**config.mk**
```make
export PLATFORM = sky130hd
export DESIGN_NAME = partition_fit_allocator
export DESIGN_NICKNAME = d
export VERILOG_FILES = /design/src/rtl/pfa_pkg.sv /design/src/rtl/pfa_ram.sv /design/src/rtl/pfa_fit.sv /design/src/rtl/partition_fit_allocator.sv
export VERILOG_INCLUDE_DIRS = /design/src /design/src/rtl
export SDC_FILE = /design/constraint.sdc
export NUM_CORES = 1
export LEC_CHECK = 0
export ABC_AREA = 1
export BUFFER_PORTS_ARGS = -buffer_cell sky130_fd_sc_hd__buf_2
export CORE_MARGIN = 8
export CORE_UTILIZATION = 35
export CTS_CLUSTER_DIAMETER = 30
export DETAILED_ROUTE_END_ITERATION = 8
export GPL_ROUTABILITY_DRIVEN = 0
export GPL_TIMING_DRIVEN = 0
export PLACE_DENSITY = 0.59
export REMOVE_ABC_BUFFERS = 1
export SLEW_MARGIN = 20
export SYNTH_ARGS = -nofsm -noshare
export SYNTH_HDL_FRONTEND = slang
export SYNTH_SLANG_ARGS = --single-unit
```
**constraint.sdc**
```tcl
create_clock -name clk -period 5.2 [get_ports clk]
set_input_delay 0.78 -clock clk [delete_from_list [all_inputs] [get_ports clk]]
set_output_delay 0.78 -clock clk [all_outputs]
set_load 0.03 [all_outputs]
```
**src/rtl/partition_fit_allocator_assert.svh**
```systemverilog
`ifndef PARTITION_FIT_ALLOCATOR_ASSERT_SVH
`define PARTITION_FIT_ALLOCATOR_ASSERT_SVH

`ifndef SYNTHESIS
`define PFA_ASSERT(name, clk, rst_n, prop) \
	name: assert property (@(posedge clk) disable iff (!rst_n) prop) \
		else $error("partition fit allocator check failed");
`define PFA_ASSERT_ALWAYS(name, clk, prop) \
	name: assert property (@(posedge clk) prop) \
		else $error("partition fit allocator check failed");
`else
`define PFA_ASSERT(name, clk, rst_n, prop)
`define PFA_ASSERT_ALWAYS(name, clk, prop)
`endif

`endif

```
**src/rtl/pfa_pkg.sv**
```systemverilog
`timescale 1ns / 1ps

package pfa_pkg;

	localparam int LEN_W    = 16;
	localparam int LIMIT_W  = 17;
	localparam int FLOOR_W  = 16;
	localparam int POLICY_W = 2;
	localparam int CFG_W    = 17;
	localparam int FIELD_W  = 16;

	localparam logic [POLICY_W-1:0] POL_FIRST = 2'd0;
	localparam logic [POLICY_W-1:0] POL_BEST  = 2'd1;
	localparam logic [POLICY_W-1:0] POL_WORST = 2'd2;

	localparam logic [1:0] CFG_POLICY = 2'd0;
	localparam logic [1:0] CFG_LIMIT  = 2'd1;
	localparam logic [1:0] CFG_FLOOR  = 2'd2;

	localparam logic [1:0] STAT_ALLOC  = 2'd0;
	localparam logic [1:0] STAT_NOFIT  = 2'd1;
	localparam logic [1:0] STAT_LOADED = 2'd2;
	localparam logic [1:0] STAT_FULL   = 2'd3;

	localparam logic MODE_LOAD  = 1'b0;
	localparam logic MODE_ALLOC = 1'b1;

	localparam logic [LIMIT_W-1:0] LIMIT_RESET = 17'd1000;
	localparam logic [FLOOR_W-1:0] FLOOR_RESET = 16'd50;

	typedef struct packed {
		logic [POLICY_W-1:0] policy;
		logic [LIMIT_W-1:0]  limit;
		logic [FLOOR_W-1:0]  floor;
	} cfg_t;

	typedef struct packed {
		logic             found;
		logic [LEN_W-1:0] best_left;
	} pick_t;

endpackage

```
**src/rtl/pfa_ram.sv**
```systemverilog
`timescale 1ns / 1ps

module pfa_ram #(
	parameter int WIDTH = 8,
	parameter int DEPTH = 32
) (
	input  logic                     clk,
	input  logic                     we,
	input  logic [$clog2(DEPTH)-1:0] waddr,
	input  logic [WIDTH-1:0]         wdata,
	input  logic [$clog2(DEPTH)-1:0] raddr,
	output logic [WIDTH-1:0]         rdata
);

	logic [WIDTH-1:0] mem [DEPTH];

	always_ff @(posedge clk) begin
		if (we) begin
			mem[waddr] <= wdata;
		end
		rdata <= mem[raddr];
	end

endmodule

```
**src/rtl/pfa_fit.sv**
```systemverilog
`timescale 1ns / 1ps

module pfa_fit (
	input  pfa_pkg::cfg_t                cfg,
	input  pfa_pkg::pick_t               pick,
	input  logic [pfa_pkg::LEN_W-1:0]    want,
	input  logic                         cand_free,
	input  logic [pfa_pkg::LEN_W-1:0]    cand_len,
	output logic                         take,
	output logic [pfa_pkg::LEN_W-1:0]    left
);

	logic                          fits;
	logic [pfa_pkg::LIMIT_W-1:0]   best_bound;
	logic [pfa_pkg::FLOOR_W-1:0]   worst_bound;

	assign fits        = cand_free && (cand_len >= want);
	assign left        = cand_len - want;
	assign best_bound  = pick.found ? pfa_pkg::LIMIT_W'(pick.best_left) : cfg.limit;
	assign worst_bound = pick.found ? pfa_pkg::FLOOR_W'(pick.best_left) : cfg.floor;

	always_comb begin
		unique case (cfg.policy)
			pfa_pkg::POL_BEST: begin
				take = fits && (pfa_pkg::LIMIT_W'(left) < best_bound);
			end
			pfa_pkg::POL_WORST: begin
				take = fits && (pfa_pkg::FLOOR_W'(left) > worst_bound);
			end
			default: begin
				take = fits && !pick.found;
			end
		endcase
	end

endmodule

```
**src/rtl/partition_fit_allocator.sv**
```systemverilog
`timescale 1ns / 1ps

// Segment allocator over a table kept in load order in one RAM. An item is
// taken when start is high and busy is low; its single result appears on
// status and alloc_address for exactly one cycle with done high, and must be
// captured then since the block cannot be stalled. The result of a load
// shows in the cycle after it is taken. An allocate reads the table one
// entry per cycle through the RAM port, then, when a remainder is left,
// moves every entry above the chosen one up by one entry per cycle to open
// a slot for the split remainder.

`include "partition_fit_allocator_assert.svh"

module partition_fit_allocator #(
	parameter int MAX_SEGMENTS = 32,
	parameter int ADDR_BITS    = 16
) (
	input  logic                          clk,
	input  logic                          arst_n,
	input  logic                          start,
	output logic                          busy,
	input  logic                          mode,
	input  logic [pfa_pkg::FIELD_W-1:0]   seg_base,
	input  logic [pfa_pkg::FIELD_W-1:0]   req_size,
	output logic                          done,
	output logic [1:0]                    status,
	output logic [pfa_pkg::FIELD_W-1:0]   alloc_address,
	input  logic                          cfg_we,
	input  logic [1:0]                    cfg_index,
	input  logic [pfa_pkg::CFG_W-1:0]     cfg_data
);

	localparam int IW = $clog2(MAX_SEGMENTS);
	localparam int CW = $clog2(MAX_SEGMENTS + 1);
	localparam int EW = ADDR_BITS + pfa_pkg::LEN_W + 1;
	localparam logic [CW-1:0] MAX_CNT = CW'(MAX_SEGMENTS);

	typedef enum logic [5:0] {
		ST_IDLE    = 6'b000001,
		ST_SCAN    = 6'b000010,
		ST_RESOLVE = 6'b000100,
		ST_SHIFT   = 6'b001000,
		ST_SPLIT   = 6'b010000,
		ST_MARK    = 6'b100000
	} state_t;

	state_t                         state_q;
	pfa_pkg::cfg_t                  cfg_q;
	logic [CW-1:0]                  count_q;
	logic [pfa_pkg::LEN_W-1:0]      size_q;
	logic [IW-1:0]                  scan_q;
	logic [IW-1:0]                  sh_q;
	logic [IW-1:0]                  pick_q;
	pfa_pkg::pick_t                 pick_info_q;
	logic [ADDR_BITS-1:0]           pick_base_q;
	logic [pfa_pkg::LEN_W-1:0]      pick_len_q;
	logic                           done_q;
	logic [1:0]                     status_q;
	logic [pfa_pkg::FIELD_W-1:0]    addr_q;

	logic                           ram_we;
	logic [IW-1:0]                  ram_waddr;
	logic [EW-1:0]                  ram_wdata;
	logic [IW-1:0]                  ram_raddr;
	logic [EW-1:0]                  ram_rdata;

	logic [ADDR_BITS-1:0]           base_in;
	logic [ADDR_BITS-1:0]           rd_base;
	logic [pfa_pkg::LEN_W-1:0]      rd_len;
	logic                           rd_free;
	logic                           fit_take;
	logic [pfa_pkg::LEN_W-1:0]      fit_left;
	logic [pfa_pkg::LEN_W-1:0]      pick_left;
	logic                           accept;
	logic                           scan_last;

	assign base_in   = ADDR_BITS'(seg_base);
	assign rd_base   = ram_rdata[ADDR_BITS-1:0];
	assign rd_len    = ram_rdata[ADDR_BITS +: pfa_pkg::LEN_W];
	assign rd_free   = ram_rdata[EW-1];
	assign pick_left = pick_len_q - size_q;
	assign accept    = start && (state_q == ST_IDLE);
	assign scan_last = (CW'(scan_q) == (count_q - CW'(1)));

	assign busy          = (state_q != ST_IDLE);
	assign done          = done_q;
	assign status        = status_q;
	assign alloc_address = addr_q;

	pfa_ram #(
		.WIDTH (EW),
		.DEPTH (MAX_SEGMENTS)
	) u_table (
		.clk   (clk),
		.we    (ram_we),
		.waddr (ram_waddr),
		.wdata (ram_wdata),
		.raddr (ram_raddr),
		.rdata (ram_rdata)
	);

	pfa_fit u_fit (
		.cfg       (cfg_q),
		.pick      (pick_info_q),
		.want      (size_q),
		.cand_free (rd_free),
		.cand_len  (rd_len),
		.take      (fit_take),
		.left      (fit_left)
	);

	always_comb begin
		ram_we    = 1'b0;
		ram_waddr = '0;
		ram_wdata = {1'b1, req_size, base_in};
		ram_raddr = '0;
		unique case (state_q)
			ST_IDLE: begin
				ram_we    = accept && (mode == pfa_pkg::MODE_LOAD) && (count_q != MAX_CNT);
				ram_waddr = IW'(count_q);
			end
			ST_SCAN: begin
				ram_raddr = scan_q + IW'(1);
			end
			ST_RESOLVE: begin
				ram_raddr = IW'(count_q - CW'(1));
			end
			ST_SHIFT: begin
				ram_raddr = sh_q - IW'(1);
				ram_we    = 1'b1;
				ram_waddr = sh_q + IW'(1);
				ram_wdata = ram_rdata;
			end
			ST_SPLIT: begin
				ram_we    = 1'b1;
				ram_waddr = pick_q + IW'(1);
				ram_wdata = {1'b1, pick_left, pick_base_q + ADDR_BITS'(size_q)};
			end
			ST_MARK: begin
				ram_we    = 1'b1;
				ram_waddr = pick_q;
				ram_wdata = {1'b0, size_q, pick_base_q};
			end
			default: begin
				ram_we = 1'b0;
			end
		endcase
	end

	always_ff @(posedge clk or negedge arst_n) begin
		if (!arst_n) begin
			cfg_q.policy <= pfa_pkg::POL_FIRST;
			cfg_q.limit  <= pfa_pkg::LIMIT_RESET;
			cfg_q.floor  <= pfa_pkg::FLOOR_RESET;
		end else if (cfg_we) begin
			unique case (cfg_index)
				pfa_pkg::CFG_POLICY: cfg_q.policy <= cfg_data[pfa_pkg::POLICY_W-1:0];
				pfa_pkg::CFG_LIMIT:  cfg_q.limit  <= cfg_data[pfa_pkg::LIMIT_W-1:0];
				pfa_pkg::CFG_FLOOR:  cfg_q.floor  <= cfg_data[pfa_pkg::FLOOR_W-1:0];
				default: begin
				end
			endcase
		end
	end

	always_ff @(posedge clk or negedge arst_n) begin
		if (!arst_n) begin
			state_q           <= ST_IDLE;
			count_q           <= '0;
			done_q            <= 1'b0;
			pick_info_q.found <= 1'b0;
		end else begin
			done_q <= 1'b0;
			unique case (state_q)
				ST_IDLE: begin
					if (accept) begin
						size_q            <= req_size;
						scan_q            <= '0;
						pick_info_q.found <= 1'b0;
						addr_q            <= '0;
						if (mode == pfa_pkg::MODE_LOAD) begin
							done_q <= 1'b1;
							if (count_q == MAX_CNT) begin
								status_q <= pfa_pkg::STAT_FULL;
							end else begin
								status_q <= pfa_pkg::STAT_LOADED;
								count_q  <= count_q + CW'(1);
							end
						end else if (count_q == '0) begin
							done_q   <= 1'b1;
							status_q <= pfa_pkg::STAT_NOFIT;
						end else begin
							state_q <= ST_SCAN;
						end
					end
				end
				ST_SCAN: begin
					if (fit_take) begin
						pick_info_q.found     <= 1'b1;
						pick_info_q.best_left <= fit_left;
						pick_q                <= scan_q;
						pick_base_q           <= rd_base;
						pick_len_q            <= rd_len;
					end
					if (scan_last) begin
						state_q <= ST_RESOLVE;
					end else begin
						scan_q <= scan_q + IW'(1);
					end
				end
				ST_RESOLVE: begin
					sh_q <= IW'(count_q - CW'(1));
					if (!pick_info_q.found) begin
						done_q   <= 1'b1;
						status_q <= pfa_pkg::STAT_NOFIT;
						state_q  <= ST_IDLE;
					end else if (pick_left == '0) begin
						state_q <= ST_MARK;
					end else if (count_q == MAX_CNT) begin
						done_q   <= 1'b1;
						status_q <= pfa_pkg::STAT_FULL;
						state_q  <= ST_IDLE;
					end else if (count_q > (CW'(pick_q) + CW'(1))) begin
						state_q <= ST_SHIFT;
					end else begin
						state_q <= ST_SPLIT;
					end
				end
				ST_SHIFT: begin
					if (sh_q == (pick_q + IW'(1))) begin
						state_q <= ST_SPLIT;
					end else begin
						sh_q <= sh_q - IW'(1);
					end
				end
				ST_SPLIT: begin
					count_q <= count_q + CW'(1);
					state_q <= ST_MARK;
				end
				ST_MARK: begin
					done_q   <= 1'b1;
					status_q <= pfa_pkg::STAT_ALLOC;
					addr_q   <= pfa_pkg::FIELD_W'(pick_base_q);
					state_q  <= ST_IDLE;
				end
				default: begin
					state_q <= ST_IDLE;
				end
			endcase
		end
	end

	`PFA_ASSERT(a_count_bound, clk, arst_n, count_q <= MAX_CNT)
	`PFA_ASSERT(a_load_one_cycle, clk, arst_n, accept && (mode == pfa_pkg::MODE_LOAD) |=> done_q)
	`PFA_ASSERT(a_addr_zero, clk, arst_n, done_q && (status_q != pfa_pkg::STAT_ALLOC) |-> addr_q == '0)
	`PFA_ASSERT(a_shift_above_pick, clk, arst_n, (state_q == ST_SHIFT) |-> (sh_q > pick_q))
	`PFA_ASSERT(a_busy_no_done, clk, arst_n, (state_q != ST_IDLE) && (state_q != ST_SCAN) |-> !done_q || $past(state_q) != ST_IDLE)

endmodule

```
==> flow_metrics.py <==
metrics = {
    "worst_setup_path": {
        "critPathSlowestCell": "edfxtp_1",
        "rr_worst_depth": 28,
        "worst_ep_required_time_ns": 5.72,
        "reg2reg_from": "size_q[6]$_DFFE_PP_",
        "worst_path_largest_cell_delay_ns": 0.49,
        "cp.arrival_ns": 5.42,
        "reg2reg_to": "pick_len_q[6]$_DFFE_PP_",
        "path_class": "register to register",
        "path_depth": 28,
        "cp_max_fo": 19,
        "crit_path_frequent_cell": "nand2_1",
        "start_kind": "register",
        "startpoint": "size_q[6]$_DFFE_PP_",
        "crit_family": "simple AND/OR/NAND/NOR gates",
        "crit_end": "pick_len_q[6]$_DFFE_PP_",
        "crit_path_end_kind": "register",
        "cp_num_buf_inv": 5,
        "rrSetupSlack_ns": 0.29,
    },
    "clock_tree": {
        "cts.reportedPaths.clkPinSlew_ns": 0.05,
        "cts_sinks": 1235,
        "cts_tree": "done",
        "post_cts_buffers": 0,
        "clk_path_buf_depth": 4,
        "numCtsBuffers": 275,
        "cts.htree.levels": 5,
        "clock_latency_ns": 0.86,
        "clock-root-buffer": "clkbuf_16",
    },
    "place": {
        "placedCellCount": 6685,
        "io_buffers": 75,
        "dp_hpwl_mm": 98.7,
    },
    "layout": {
        "mostFrequentLayoutCell": "edfxtp_1",
        "final_cell_mix": "1153 x edfxtp_1, 867 x nand2_1, 706 x inv_1",
        "stdcell_count": 7169,
        "fill_cells": 13576,
        "seqCellArea_um2": 36500,
        "multi_input_area_um2": 14300,
        "fin_nets": 5072,
        "drive_above_1_share_pct": 14.4,
        "syn2layout_area_growth_pct": 26.3,
    },
    "logic_synthesis": {
        "syn_avg_cell_area_um2": 11.6,
        "syn_area_um2": 54200,
        "async_flop_share_pct": 3.97,
        "synth_seq_area_share_pct": 67.3,
        "ys.flop_type": "edfxtp_1",
        "netlist_instances": 4673,
        "synth_cell_types": 49,
        "synth-edff-count": 1153,
        "ys_warn_count": 0,
        "ys_ff_latch": 1235,
    },
    "sta": {
        "finalCritPeriodShare_pct": 94.3,
        "tightest_slew_ns": 1.10,
        "fin_worst_hold_slack_ns": 0.160,
        "rsz0062_at_grt": "false",
        "min_period_ns": 4.91,
        "drv_slew": 0,
        "setup-violations-final": 0,
        "hold_violations": 0,
        "slew_headroom_pct": 26.6,
        "fmax_mhz": 204,
        "skew_ns": 0.0838,
    },
    "die": {
        "coreArea_um2": 154000,
        "fp.dieW_um": 410,
        "die_y_um": 410,
        "io_pins": 76,
        "rows": 144,
        "die_area_um2": 168000,
        "start_util_pct": 35.2,
    },
    "route": {
        "drtAntennaViolNets": 0,
        "vias": 36488,
        "dr.first_iter.drc_count": 3678,
        "drc_errors": 0,
        "first_pass_iters": 9,
        "wl_per_cell_um": 21.1,
        "via_per_inst": 5.09,
        "wl_mm": 151,
    },
    "global_route": {
        "track_usage_pct": 17.5,
        "grt_start_max_net_pins": 80,
        "grt_pass1_vias": 34568,
        "antenna_found_initial": 7,
        "grt_pass1_wl_mm": 221,
        "grt-ovfl-total": 0,
    },
    "run": {
        "drv_cap": 0,
    },
    "worst_hold_path": {
        "hold_path.class": "input pin to register",
    },
    "status": {
        "status": "finished, final reports clean",
    },
    "power": {
        "peakVddDrop_mv": 0.361,
        "leakagePower_uw": 0.0252,
        "p_per_area_nw_per_um2": 516,
    },
}
-- how the worst min path moves through the flow --
stage	startpoint	end	slack (ns)	cells after the start
6_report	req_size[1]	size_q[1]$_DFFE_PP_	0.16	1
5_1_grt	req_size[4]	size_q[4]$_DFFE_PP_	0.12	1
4_1_cts	req_size[1]	size_q[1]$_DFFE_PP_	0.10	1
3_5_place_dp	u_table.rdata[7]$_DFF_P_	pick_base_q[7]$_DFFE_PP_	0.42	0
3_3_place_gp	u_table.rdata[15]$_DFF_P_	pick_base_q[15]$_DFFE_PP_	0.42	0
2_1_floorplan	u_table.rdata[10]$_DFF_P_	pick_base_q[10]$_DFFE_PP_	0.41	0
-- per-stage QoR --
stage	area [um^2]	TNS (ns)	total power, uW	setup WS (ns)	util (%)
after floorplan	52900	-244.85	16900	-6.92	-
after global placement	55900	-	18900	-16.19	36.3
after detailed placement	59500	0	18800	0.200	38.6
after CTS	68400	0	35500	0.201	44.4
after global routing	68500	0	36800	0.0451	44.5
final	68500	0	35300	0.294	44.5
-- timing repair --
action                     4_1_cts  5_1_grt
setup endpoints to repair        0       19
hold endpoints to repair        25        0
hold buffers                     1        0
gates resized for setup          0        1
-- logic make-up (layout without fill, tap and decap cells) --
logic type	after synthesis	in the layout	synth area share (%)
and+or+nand+nor	1134	1134	8.43
muxes	1	1	0.0208
AOI/OAI and AO/OA	1196	1196	13.9
xor gates and xnor gates	48	48	0.775
other	0	3	0
buffers and inverters	968	1417	7.36
DFF	1235	1235	67.3
adders and majority gates	91	91	2.14
-- cell usage after synthesis, types with 18 or more instances --
| cell | number | area share (%) |
|---|---|---|
| o21a_1 | 35 | 0.48 |
| clkbuf_1 | 88 | 0.61 |
| edfxtp_1 | 1153 | 64 |
| xor2_1 | 33 | 0.53 |
| o21ai_0 | 376 | 3.5 |
| ha_1 | 88 | 2.0 |
| buf_2 | 115 | 1.1 |
| nand3_1 | 85 | 0.78 |
| o2111ai_1 | 20 | 0.32 |
| o21ai_1 | 94 | 0.87 |
| a21oi_1 | 102 | 0.94 |
| dfrtp_1 | 39 | 1.8 |
| buf_4 | 25 | 0.35 |
| nand2_1 | 868 | 6.0 |
| nor2_1 | 114 | 0.79 |
| inv_1 | 707 | 4.9 |
| o211ai_1 | 533 | 7.4 |
| dfxtp_1 | 33 | 1.2 |
| nand4_1 | 19 | 0.22 |
| nor3_1 | 18 | 0.17 |
-- sequential cells by signal, summed over array words and instances (netlist names), 6 cells and up --
| name | flops |
|---|---|
| u_table.rdata | 33 |
| pick_info_q | 17 |
| pick_len_q | 16 |
| count_q | 6 |
| size_q | 16 |
| state_q | 6 |
| alloc_address | 16 |
| pick_base_q | 16 |
| u_table.mem | 1056 |
| cfg_q | 35 |
-- power breakdown --
part           internal, uW  total [uW]  switching [uW]
Clock                 11400       16600            5240
Sequential            11400       11800             349
Combinational          2460        6920            4460
-- cell type report --
cell class / instances / area share (%)
Sequential cell: 1235 / 53.3
Multi-Input combinational cell: 2470 / 20.9
Clock buffer: 318 / 10.4
Timing Repair Buffer: 226 / 5.12
Inverter: 717 / 3.95
Tap cell: 2044 / 3.73
Clock inverter: 156 / 2.56
Antenna cell: 3 / 0.0110
-- metal layers --
metal	routed length [um]	global-route usage [%]	share of wire (%)	up-vias
met5	13	0	0.0086	-
met4	5420	6.97	3.6	2
met3	12500	3.72	8.3	318
met2	65600	26.2	43	1437
met1	67500	24.7	45	17642
li1	-	-	-	17089
(Power assumes the default switching activity.)
